`src/rtl/atan2_octant_approx_top_assert.svh`:
```
// assertion macros for the atan2 octant approximation block
`ifndef ATAN2_OCTANT_APPROX_TOP_ASSERT_SVH
`define ATAN2_OCTANT_APPROX_TOP_ASSERT_SVH

// antecedent holds -> consequent holds in the same cycle
`define AOA_ASSERT_SAME(lbl, ante, cons, msg) \
    lbl: assert property (@(posedge aclk) disable iff (!aresetn) (ante) |-> (cons)) \
        else $error(msg);

// antecedent holds -> consequent holds in the next cycle
`define AOA_ASSERT_NEXT(lbl, ante, cons, msg) \
    lbl: assert property (@(posedge aclk) disable iff (!aresetn) (ante) |=> (cons)) \
        else $error(msg);

`endif

```
`src/rtl/aoa_pkg.sv`:
```
// constants, types and rounding helper of the atan2 octant approximation block
`timescale 1ns / 1ps

package aoa_pkg;

    localparam int IN_W   = 16;
    localparam int FRAC_W = 16;
    localparam int FW     = IN_W + 2;
    localparam int Q_W    = FRAC_W + 1;
    localparam int D_W    = IN_W + 1;
    localparam int N_W    = IN_W + FRAC_W + 1;
    localparam int OCT_W  = 3;
    localparam int OUT_W  = 16;
    localparam int ANG_W  = 21;
    localparam int ABS_W  = 18;
    localparam int NUM_W  = 28;
    localparam int REC_W  = 30;
    localparam int PRD_W  = NUM_W + REC_W;
    localparam int M_W    = 48;
    // cubic multiplier operands and product
    localparam int MUL_W  = 18;
    localparam int PM_W   = 2 * MUL_W;

    localparam logic signed [M_W-1:0] COEF_C1 = 48'sd67509;
    localparam logic signed [M_W-1:0] COEF_C2 = -48'sd11692;
    localparam logic signed [M_W-1:0] COEF_C3 = -48'sd4345;
    localparam logic signed [MUL_W-1:0] COEF_C3_S = -18'sd4345;
    localparam logic signed [ANG_W-1:0] QPI   = 21'sd51472;
    localparam logic signed [ANG_W-1:0] PI4   = 21'sd205888;
    localparam logic signed [ANG_W-1:0] PI8   = 21'sd411776;

    // centidegrees = ang * 18000 / 205888 = ang * 1125 / 12868
    localparam logic [NUM_W-1:0] CD_MUL  = 28'd1125;
    localparam logic [NUM_W-1:0] CD_HALF = 28'd6434;
    localparam int               REC_SH  = 42;
    localparam logic [63:0]      REC_FULL = ((64'd1 << REC_SH) + 64'd12867) / 64'd12868;
    localparam logic [REC_W-1:0] CD_REC  = REC_FULL[REC_W-1:0];
    localparam logic [OUT_W-1:0] CD_MAX  = 16'd18000;

    localparam logic [OCT_W-1:0] OCT_ZERO = 3'd0;
    localparam logic [OCT_W-1:0] OCT_UP   = 3'd1;
    localparam logic [OCT_W-1:0] OCT_DOWN = 3'd6;

    typedef struct packed {
        logic [OCT_W-1:0] oct;
        logic             force_t;
        logic             t_one;
    } side_t;

    // shift right by FRAC_W, round to nearest, ties away from zero
    function automatic logic signed [M_W-1:0] round_shift(input logic signed [M_W-1:0] v);
        logic signed [M_W-1:0] mag;
        logic signed [M_W-1:0] r;
        mag = (v < 0) ? -v : v;
        r   = (mag + (48'sd1 <<< (FRAC_W - 1))) >>> FRAC_W;
        return (v < 0) ? -r : r;
    endfunction

endpackage

```
`src/rtl/atan2_octant_approx_top.sv`:
```
// atan2 of a signed vector in centidegrees: octant fold, pipelined divider, cubic
// pipeline stages: 1 fold, 17 divider, 3 cubic, 1 angle wrap, 2 scaling, 1 output register
// throughput: one transaction per cycle while the pipeline does not hold;
// the radix-2 divider has one stage per quotient bit
// the whole pipeline holds while a result waits and m_tready is low
// reset: synchronous active-low aresetn clears all valid bits, payload is not reset
`timescale 1ns / 1ps

module atan2_octant_approx_top (
    input  logic        aclk,
    input  logic        aresetn,
    input  logic        s_tvalid,
    output logic        s_tready,
    input  logic [31:0] s_tdata,   // [15:0] y_value, [31:16] x_value
    output logic        m_tvalid,
    input  logic        m_tready,
    output logic [15:0] m_tdata    // [15:0] angle_centideg
);

    `include "atan2_octant_approx_top_assert.svh"

    logic ce;
    assign ce       = !m_tvalid || m_tready;
    assign s_tready = ce;

    // ---------------- fold stage
    logic signed [aoa_pkg::FW-1:0] fy0, fx0, fy1, fx1, fy2, fx2, fy3, fx3;
    logic [aoa_pkg::OCT_W-1:0] oc1, oc2, oc3;
    aoa_pkg::side_t            side_next;
    logic [aoa_pkg::D_W-1:0]   fden_next;
    logic [aoa_pkg::D_W-1:0]   fnum_next;
    logic                      xzero;

    always_comb begin
        fy0 = aoa_pkg::FW'(signed'(s_tdata[15:0]));
        fx0 = aoa_pkg::FW'(signed'(s_tdata[31:16]));
        xzero = (s_tdata[31:16] == 16'd0);
        if (fy0 < 0) begin
            fy1 = -fy0; fx1 = -fx0; oc1 = 3'd4;
        end else begin
            fy1 = fy0;  fx1 = fx0;  oc1 = 3'd0;
        end
        if (fx1 <= 0) begin
            fx2 = fy1; fy2 = -fx1; oc2 = oc1 + 3'd2;
        end else begin
            fx2 = fx1; fy2 = fy1;  oc2 = oc1;
        end
        if (fx2 <= fy2) begin
            fx3 = fx2 + fy2; fy3 = fy2 - fx2; oc3 = oc2 + 3'd1;
        end else begin
            fx3 = fx2; fy3 = fy2; oc3 = oc2;
        end
        side_next = '{oct: oc3, force_t: 1'b0, t_one: 1'b0};
        fden_next = fx3[aoa_pkg::D_W-1:0];
        // numerator reaches 32768 on the negative x axis
        fnum_next = fy3[aoa_pkg::D_W-1:0];
        // zero x stands for a tiny positive x
        if (xzero) begin
            fden_next = aoa_pkg::D_W'(1);
            fnum_next = '0;
            if (fy0 == 0) begin
                side_next = '{oct: aoa_pkg::OCT_ZERO, force_t: 1'b1, t_one: 1'b0};
            end else if (fy0 > 0) begin
                side_next = '{oct: aoa_pkg::OCT_UP, force_t: 1'b1, t_one: 1'b1};
            end else begin
                side_next = '{oct: aoa_pkg::OCT_DOWN, force_t: 1'b1, t_one: 1'b0};
            end
        end
    end

    logic                     fv_reg;
    aoa_pkg::side_t           fside_reg;
    logic [aoa_pkg::D_W-1:0]  fden_reg;
    logic [aoa_pkg::D_W-1:0]  fnum_reg;

    always_ff @(posedge aclk) begin
        if (!aresetn) begin
            fv_reg <= 1'b0;
        end else if (ce) begin
            fv_reg <= s_tvalid;
        end
        if (ce) begin
            fside_reg <= side_next;
            fden_reg  <= fden_next;
            fnum_reg  <= fnum_next;
        end
    end

    // ---------------- divider, one quotient bit per stage
    logic [aoa_pkg::N_W-1:0] nume;
    assign nume = {fnum_reg, {aoa_pkg::FRAC_W{1'b0}}}
                + aoa_pkg::N_W'(fden_reg >> 1);

    logic                    dv_reg   [aoa_pkg::Q_W];
    aoa_pkg::side_t          dside_reg[aoa_pkg::Q_W];
    logic [aoa_pkg::D_W-1:0] dden_reg [aoa_pkg::Q_W];
    logic [aoa_pkg::D_W-1:0] drem_reg [aoa_pkg::Q_W];
    logic [aoa_pkg::Q_W-1:0] dlo_reg  [aoa_pkg::Q_W];
    logic [aoa_pkg::Q_W-1:0] dq_reg   [aoa_pkg::Q_W];

    logic [aoa_pkg::D_W-1:0] drem_next[aoa_pkg::Q_W];
    logic [aoa_pkg::Q_W-1:0] dlo_next [aoa_pkg::Q_W];
    logic [aoa_pkg::Q_W-1:0] dq_next  [aoa_pkg::Q_W];

    always_comb begin
        logic [aoa_pkg::D_W-1:0] rem_in;
        logic [aoa_pkg::Q_W-1:0] lo_in;
        logic [aoa_pkg::Q_W-1:0] q_in;
        logic [aoa_pkg::D_W-1:0] den_in;
        logic [aoa_pkg::D_W:0]   r2;
        for (int k = 0; k < aoa_pkg::Q_W; k++) begin
            if (k == 0) begin
                rem_in = aoa_pkg::D_W'(nume[aoa_pkg::N_W-1:aoa_pkg::Q_W]);
                lo_in  = nume[aoa_pkg::Q_W-1:0];
                q_in   = '0;
                den_in = fden_reg;
            end else begin
                rem_in = drem_reg[k-1];
                lo_in  = dlo_reg[k-1];
                q_in   = dq_reg[k-1];
                den_in = dden_reg[k-1];
            end
            r2 = {rem_in, lo_in[aoa_pkg::Q_W-1]};
            if (r2 >= {1'b0, den_in}) begin
                r2 = r2 - {1'b0, den_in};
                dq_next[k] = {q_in[aoa_pkg::Q_W-2:0], 1'b1};
            end else begin
                dq_next[k] = {q_in[aoa_pkg::Q_W-2:0], 1'b0};
            end
            drem_next[k] = r2[aoa_pkg::D_W-1:0];
            dlo_next[k]  = {lo_in[aoa_pkg::Q_W-2:0], 1'b0};
        end
    end

    always_ff @(posedge aclk) begin
        if (!aresetn) begin
            for (int k = 0; k < aoa_pkg::Q_W; k++) begin
                dv_reg[k] <= 1'b0;
            end
        end else if (ce) begin
            dv_reg[0] <= fv_reg;
            for (int k = 1; k < aoa_pkg::Q_W; k++) begin
                dv_reg[k] <= dv_reg[k-1];
            end
        end
        if (ce) begin
            dside_reg[0] <= fside_reg;
            dden_reg[0]  <= fden_reg;
            for (int k = 1; k < aoa_pkg::Q_W; k++) begin
                dside_reg[k] <= dside_reg[k-1];
                dden_reg[k]  <= dden_reg[k-1];
            end
            for (int k = 0; k < aoa_pkg::Q_W; k++) begin
                drem_reg[k] <= drem_next[k];
                dlo_reg[k]  <= dlo_next[k];
                dq_reg[k]   <= dq_next[k];
            end
        end
    end

    // ---------------- cubic, one multiply per stage
    localparam int LD = aoa_pkg::Q_W - 1;
    logic [aoa_pkg::Q_W-1:0] t_val;
    always_comb begin
        if (dside_reg[LD].force_t) begin
            t_val = dside_reg[LD].t_one ? aoa_pkg::Q_W'(1 << aoa_pkg::FRAC_W) : '0;
        end else begin
            t_val = dq_reg[LD];
        end
    end

    logic                          pv_reg  [3];
    logic [aoa_pkg::OCT_W-1:0]     poct_reg[3];
    logic [aoa_pkg::Q_W-1:0]       pt_reg  [3];
    logic signed [aoa_pkg::M_W-1:0] pacc_reg[3];
    logic signed [aoa_pkg::M_W-1:0] pacc_next[3];
    logic signed [aoa_pkg::M_W-1:0] psum1, psum2;
    logic signed [aoa_pkg::MUL_W-1:0] ts0, ts1, ts2, pc1, pc2;
    logic signed [aoa_pkg::PM_W-1:0]  pm0, pm1, pm2;

    assign ts0 = signed'({1'b0, t_val});
    assign ts1 = signed'({1'b0, pt_reg[0]});
    assign ts2 = signed'({1'b0, pt_reg[1]});
    // running sums stay within 18 signed bits for t in [0,1]
    assign psum1 = pacc_reg[0] + aoa_pkg::COEF_C2;
    assign psum2 = pacc_reg[1] + aoa_pkg::COEF_C1;
    assign pc1 = psum1[aoa_pkg::MUL_W-1:0];
    assign pc2 = psum2[aoa_pkg::MUL_W-1:0];
    assign pm0 = aoa_pkg::COEF_C3_S * ts0;
    assign pm1 = pc1 * ts1;
    assign pm2 = pc2 * ts2;
    assign pacc_next[0] = aoa_pkg::round_shift(aoa_pkg::M_W'(pm0));
    assign pacc_next[1] = aoa_pkg::round_shift(aoa_pkg::M_W'(pm1));
    assign pacc_next[2] = aoa_pkg::round_shift(aoa_pkg::M_W'(pm2));

    always_ff @(posedge aclk) begin
        if (!aresetn) begin
            for (int k = 0; k < 3; k++) begin
                pv_reg[k] <= 1'b0;
            end
        end else if (ce) begin
            pv_reg[0] <= dv_reg[LD];
            pv_reg[1] <= pv_reg[0];
            pv_reg[2] <= pv_reg[1];
        end
        if (ce) begin
            poct_reg[0] <= dside_reg[LD].oct;
            pt_reg[0]   <= t_val;
            poct_reg[1] <= poct_reg[0];
            pt_reg[1]   <= pt_reg[0];
            poct_reg[2] <= poct_reg[1];
            pt_reg[2]   <= pt_reg[1];
            for (int k = 0; k < 3; k++) begin
                pacc_reg[k] <= pacc_next[k];
            end
        end
    end

    // ---------------- angle, wrap above pi, magnitude
    logic signed [aoa_pkg::ANG_W-1:0] ang_raw, ang_wrap;
    always_comb begin
        ang_raw = aoa_pkg::ANG_W'(signed'({1'b0, poct_reg[2]})) * aoa_pkg::QPI
                + pacc_reg[2][aoa_pkg::ANG_W-1:0];
        ang_wrap = (ang_raw > aoa_pkg::PI4) ? ang_raw - aoa_pkg::PI8 : ang_raw;
    end

    logic                     av_reg, aneg_reg;
    logic [aoa_pkg::ABS_W-1:0] aabs_reg;
    logic                     nv_reg, nneg_reg;
    logic [aoa_pkg::NUM_W-1:0] nnum_reg;
    logic                     qv_reg, qneg_reg;
    logic [aoa_pkg::PRD_W-1:0] qprd_reg;
    logic [aoa_pkg::OUT_W-1:0] qmag;
    logic [aoa_pkg::OUT_W-1:0] m_tdata_reg, m_tdata_next;
    logic                     m_tvalid_reg;

    assign qmag = (qprd_reg[aoa_pkg::PRD_W-1:aoa_pkg::REC_SH] > aoa_pkg::CD_MAX)
                ? aoa_pkg::CD_MAX : qprd_reg[aoa_pkg::REC_SH+aoa_pkg::OUT_W-1:aoa_pkg::REC_SH];
    assign m_tdata_next = qneg_reg ? -qmag : qmag;

    always_ff @(posedge aclk) begin
        if (!aresetn) begin
            av_reg       <= 1'b0;
            nv_reg       <= 1'b0;
            qv_reg       <= 1'b0;
            m_tvalid_reg <= 1'b0;
        end else if (ce) begin
            av_reg       <= pv_reg[2];
            nv_reg       <= av_reg;
            qv_reg       <= nv_reg;
            m_tvalid_reg <= qv_reg;
        end
        if (ce) begin
            aneg_reg    <= ang_wrap < 0;
            aabs_reg    <= (ang_wrap < 0) ? aoa_pkg::ABS_W'(-ang_wrap)
                                          : aoa_pkg::ABS_W'(ang_wrap);
            nneg_reg    <= aneg_reg;
            nnum_reg    <= aoa_pkg::NUM_W'(aabs_reg) * aoa_pkg::CD_MUL + aoa_pkg::CD_HALF;
            qneg_reg    <= nneg_reg;
            // exact division by the constant through its scaled reciprocal
            qprd_reg    <= aoa_pkg::PRD_W'(nnum_reg) * aoa_pkg::PRD_W'(aoa_pkg::CD_REC);
            m_tdata_reg <= m_tdata_next;
        end
    end

    assign m_tvalid = m_tvalid_reg;
    assign m_tdata  = m_tdata_reg;

    `AOA_ASSERT_SAME(a_out_range, m_tvalid,
        ($signed(m_tdata) <= 16'sd18000) && ($signed(m_tdata) >= -16'sd18000),
        "angle out of range")
    `AOA_ASSERT_NEXT(a_enter, s_tvalid && s_tready, fv_reg,
        "accepted transaction did not enter the pipeline")
    `AOA_ASSERT_SAME(a_div_rem, dv_reg[LD], drem_reg[LD] < dden_reg[LD],
        "divider remainder not below divisor")
    `AOA_ASSERT_NEXT(a_hold, m_tvalid && !m_tready, m_tvalid && $stable(qv_reg),
        "pipeline moved while a result was stalled")

endmodule

```
`config.mk`:
```
export PLATFORM = sky130hd
export DESIGN_NAME = atan2_octant_approx_top
export DESIGN_NICKNAME = d
export VERILOG_FILES = /design/src/rtl/aoa_pkg.sv /design/src/rtl/atan2_octant_approx_top.sv
export VERILOG_INCLUDE_DIRS = /design/src /design/src/rtl
export SDC_FILE = /design/constraint.sdc
export NUM_CORES = 2
export LEC_CHECK = 0
export BUFFER_PORTS_ARGS = -buffer_cell sky130_fd_sc_hd__buf_2
export CORE_MARGIN = 3
export CORE_UTILIZATION = 50
export CTS_CLUSTER_SIZE = 30
export DETAILED_ROUTE_END_ITERATION = 16
export GPL_TIMING_DRIVEN = 0
export PLACE_DENSITY_LB_ADDON = 0.05
export RECOVER_POWER = 50
export SYNTH_ARGS = -nofsm -noshare
export SYNTH_HDL_FRONTEND = slang
export SYNTH_SLANG_ARGS = --single-unit
```
`constraint.sdc`:
```
create_clock -name aclk -period 73.6 [get_ports aclk]
set_clock_uncertainty 0.05 [all_clocks]
set_input_delay 3.68 -clock aclk [delete_from_list [all_inputs] [get_ports aclk]]
set_output_delay 3.68 -clock aclk [all_outputs]
set_load 0.03 [all_outputs]
```
-- After elaboration in Yosys (flattened, before gate mapping)
Memory sizes are Yosys's and may differ from the RTL's. A register that Yosys moved wholly into a read port is not among the register bits.
Index checks and enable logic that the tools add are counted.
- memory bits (writable): 1448
- bits in latches: 0
- memories kept: 10
- register bits: 165
- memory bits (read-only): 0
- input port bits: 36
- memories (name ; depth ; bits a word ; rd ports ; clocked after Yosys merged registers in ; wr ports ; line ; RTL):
    dden_reg ; 17 ; 17 ; 16 ; 0 ; 17 ; atan2_octant_approx_top.sv:96 ; logic [aoa_pkg::D_W-1:0] dden_reg [aoa_pkg::Q_W];
    dq_reg ; 17 ; 17 ; 17 ; 0 ; 17 ; atan2_octant_approx_top.sv:99 ; logic [aoa_pkg::Q_W-1:0] dq_reg [aoa_pkg::Q_W];
    drem_reg ; 17 ; 17 ; 16 ; 0 ; 17 ; atan2_octant_approx_top.sv:97 ; logic [aoa_pkg::D_W-1:0] drem_reg [aoa_pkg::Q_W];
    dlo_reg ; 17 ; 16 ; 16 ; 0 ; 17 ; atan2_octant_approx_top.sv:98 ; logic [aoa_pkg::Q_W-1:0] dlo_reg [aoa_pkg::Q_W];
    pacc_reg ; 3 ; 48 ; 3 ; 0 ; 3 ; atan2_octant_approx_top.sv:175 ; logic signed [aoa_pkg::M_W-1:0] pacc_reg[3];
    dside_reg ; 17 ; 5 ; 17 ; 0 ; 17 ; atan2_octant_approx_top.sv:95 ; aoa_pkg::side_t dside_reg[aoa_pkg::Q_W];
    +4 memories ; n/a ; n/a ; n/a ; n/a ; n/a ; n/a ;
- equality and inequality tests: 0
- order comparisons: 27
- shift-type cells: 0
- mux-type cells: 83
- reduce and logical (&&, ||, !) cells: 6
- bitwise operators: 21
- $add $sub $neg: 41
- multipliers: 6
- div/mod/pow operators: 0
- operators with widths (operator ; count):
    $mux W17 ; 21
    $sub A17 B17 Y17 ; 18
    $ge A18 B17 Y1 ; 16
    $mux W48 ; 6
    $neg A32 Y48 ; 4
    $add A48 B17 Y48 const B ; 3
    $neg A36 Y48 ; 2
    $mux W18 ; 5
    $lt A36 B1 Y1 const B ; 2
    $mul A18 B18 Y36 ; 2
    $mul A28 B29 Y57 const B ; 1
    $mux W1 ; 42
    $neg A16 Y18 ; 2
    $neg A18 Y18 ; 2
    $add A33 B16 Y33 ; 1
    $logic_not A32 Y1 ; 1
    $lt A32 B1 Y1 const B ; 1
    $mul A14 B18 Y32 const A ; 1
    $add A28 B13 Y28 const B ; 1
    $mul A18 B11 Y28 const B ; 1
    $add A19 B21 Y21 ; 1
    $gt A21 B19 Y1 const B ; 1
    $lt A21 B1 Y1 const B ; 1
    $mux W21 ; 1
    24 further kinds ; 48

-- Logic depth before layout (Yosys ltp)
An unclocked memory read counts as a cell.
- depth after elaboration: 9
- gate-level depth with buffers: 50
- gate-level depth less buffers: 45

-- Worst setup path before layout
OpenSTA, ideal clock, no wires.
- path type: input to output
- from: input m_tready
- to: output s_tready
- stages on the path: 4
- arrival: 31.254 ns
- slack: 38.616 ns
- cell sequence: nor2b_1 -> clkbuf_1 -> inv_1 -> clkbuf_1
- word-level cells in the longest chain between the ends: 1
- ends and longest elaborated chain (item ; line ; RTL):
    from (decl) ; atan2_octant_approx_top.sv:16 ; input logic m_tready,
    $logic_or A1 B1 Y1 ; atan2_octant_approx_top.sv:23 ; assign ce = !m_tvalid || m_tready;
    to (decl) ; atan2_octant_approx_top.sv:13 ; output logic s_tready,
No other way between the ends.

==> flow_summary.json <==
{
  "outcome": "complete, but fails checks",
  "failing_checks": "max-capacitance violations, max-slew violations",
  "finalHoldViolations": 0,
  "yosys_top_cell_area_share_pct": 30.36,
  "slew-limit-headroom_pct": -143.8,
  "worst_ep_arrival_time_ns": 15.75,
  "max-clock-path-buffers": 3,
  "cp-end-kind": "flip-flop",
  "postSynthCellCount": 9775,
  "fraction_of_final_layout_cells_sized_beyond_drive_strength_1_pct": 4.355,
  "synth.ff_latch_count": 1026,
  "main_area_contributors_after_synthesis": "edfxtp_1, fa_1, ha_1",
  "tritoncts": "done",
  "htree_levels": 3,
  "drc": 0,
  "critical_path.max_stage_delay_ns": 0.78,
  "finalWeightedCongestion": 0.9034,
  "number_of_global_route_vias_before_repair": 71170,
  "fin_nets": 12120,
  "postSynth.topFlopCell": "edfxtp_1",
  "grt_first_pass_wirelength_um": 383300,
  "place.detailed.hpwl_um": 191400,
  "pin_count": 54,
  "synth-async-reset-ratio_pct": 0,
  "first_iter_violations": 3768,
  "netlist.top_cell.by_area": "edfxtp_1",
  "cts_root_buffer": "clkbuf_16",
  "routedWlPerCell_um": 18.42,
  "postCtsSetupBuffers": 0,
  "period_share_pct": 20.84,
  "seq_area_frac_synth_pct": 30.46,
  "floorplan.die.width_um": 455.4,
  "holdBufCountCts": 0,
  "worstSkewPairLatency_ns": 0.77,
  "crit_top_cell": "clkbuf_1",
  "synth_cell_types": 99,
  "cts.reportedPaths.clkPinSlew_ns": 0.06,
  "cp_max_fo": 10,
  "cts_resized": 0,
  "finalWirelength_um": 234200,
  "initial_utilization_pct": 50.42,
  "dieHeight_um": 455.4,
  "timing.max_cap.violations": 7,
  "slew_viol_final": 417,
  "syn_avg_cell_area_sq_um": 10.33,
  "worst-endpoint-required_ns": 74.01,
  "final.setup.tns_ns": 0,
  "rsz0062_at_grt": "false",
  "synth_nets": 11940,
  "core-area_sq_um": 200300,
  "crit_path_top_delay_cell": "xnor2_1",
  "vias": 68010,
  "drt-pass1-iter-count": 6,
  "maxClockFrequency_mhz": 65.19,
  "cts_buf_count": 116,
  "grt_usage_pct": 23.03,
  "worst_hold_path_type": "flip-flop to flip-flop",
  "rows": 164,
  "final.min_clock_period_ns": 15.34,
  "layout-area-overhead-vs-synth_pct": 7.601,
  "io_buffer_count": 50,
  "netlist_area_sq_um": 101000,
  "start_to_end_type_of_the_worst_setup_path": "flip-flop to flip-flop",
  "grt_overflow_total": 0,
  "synth-warning-count": 0,
  "cts_num_sinks": 1026,
  "synth_edf_count": 1021,
  "antenna_found_initial": 3,
  "drt.antenna.violating_nets": 0,
  "worst-slew-pin-transition_ns": 3.658,
  "route.detailed.vias_per_inst": 5.349,
  "start_kind": "flip-flop",
  "layout_commonest_cell": "inv_1",
  "final_cell_mix": "inv_1, ha_1, fa_1, edfxtp_1, nand2_1",
  "grt_start_max_net_pins": 72,
  "fp.dieArea_sq_um": 207400,
  "setup_violators_final": 0,
  "fillerInstances": 17860
}
-- path summary, 6_finish.rpt --
path                                  startpoint          endpoint  slack (ns)  depth (start not counted)
worst max-delay path             pacc_reg[0][48]  pacc_reg[0][115]       58.26                         47
worst min-delay path            dside_reg[0][23]  dside_reg[0][28]        0.32                          0
worst max register to register   pacc_reg[0][48]  pacc_reg[0][115]       58.26                         47
worst min register to register  dside_reg[0][23]  dside_reg[0][28]        0.32                          0
-- metrics by stage --
| step | utilization [%] | hold slack (ns) | worst slack [ns] | instances | instance area [sq um] |
|---|---|---|---|---|---|
| 5_1_grt | 54.26 | 0.3007 | 57.06 | 12710 | 108700 |
| 4_1_cts | 54.35 | 0.2979 | 58.47 | 12710 | 108900 |
| 2_1_floorplan | - | 0.3503 | 38.62 | 9775 | 101000 |
| 3_3_place_gp | 52.21 | 0.3506 | 24.50 | 12480 | 104600 |
| 3_5_place_dp | 52.43 | 0.3545 | 58.53 | 12500 | 105000 |
| 6_report | 54.26 | 0.3155 | 58.26 | 12710 | 108700 |
-- logic make-up after synthesis --
logic type / Yosys count / synth area share, %
xor+xnor: 535 / 4.640
mux: 220 / 2.391
other cells: 1 / 0.003713
simple gates: 2241 / 10.93
compound gates: 1466 / 9.409
flops: 1026 / 30.46
buf+inv: 2152 / 8.016
fa+ha+maj: 2134 / 34.15
-- area by class of cell --
cell class | instances | area [sq um] | area share [%]
plain buffers | 220 | 843.3 | 0.7761
clock buffers | 130 | 2977 | 2.739
repair buffers | 66 | 503.0 | 0.4629
clock inverters | 86 | 864.6 | 0.7957
flip-flops and latches | 1026 | 30760 | 28.31
diodes | 1 | 2.502 | 0.002303
well taps | 2656 | 3323 | 3.058
multi-input cells | 6597 | 62140 | 57.18
inverters | 1932 | 7252 | 6.674
-- routing by layer --
metal	share of wire, %	track usage, %	wire length (um)
met1	44	30.78	103400
met2	50	40.49	117000
met3	3.7	2.243	8609
met4	2.2	5.397	5201
met5	0	0	0
-- critical path, delay by kind of cell (launching register included) --
kind                       cells  cell delay (ns)
and+or+nand+nor               15             4.52
adders and majority gates      7             3.29
buffers and inverters         11             2.78
AOI/OAI and AO/OA              9             1.92
xor gates and xnor gates       5             1.91
DFF                            1             0.63
-- cells in the mapped netlist (all sizes together), types with 94 or more instances --
library cell	count
mux2	160
and2	310
ha	1090
nand2	646
a21boi	113
xnor2	390
a21oi	405
nor2	522
edfxtp	1021
o21ai	321
nand2b	104
inv	1931
fa	1039
clkbuf	203
a21o	163
nand3	112
nand4	94
xor2	145
Power is left out: the tool's default activity adds up to more than one toggle a clock period on the data nets, which glitch-free logic cannot reach.
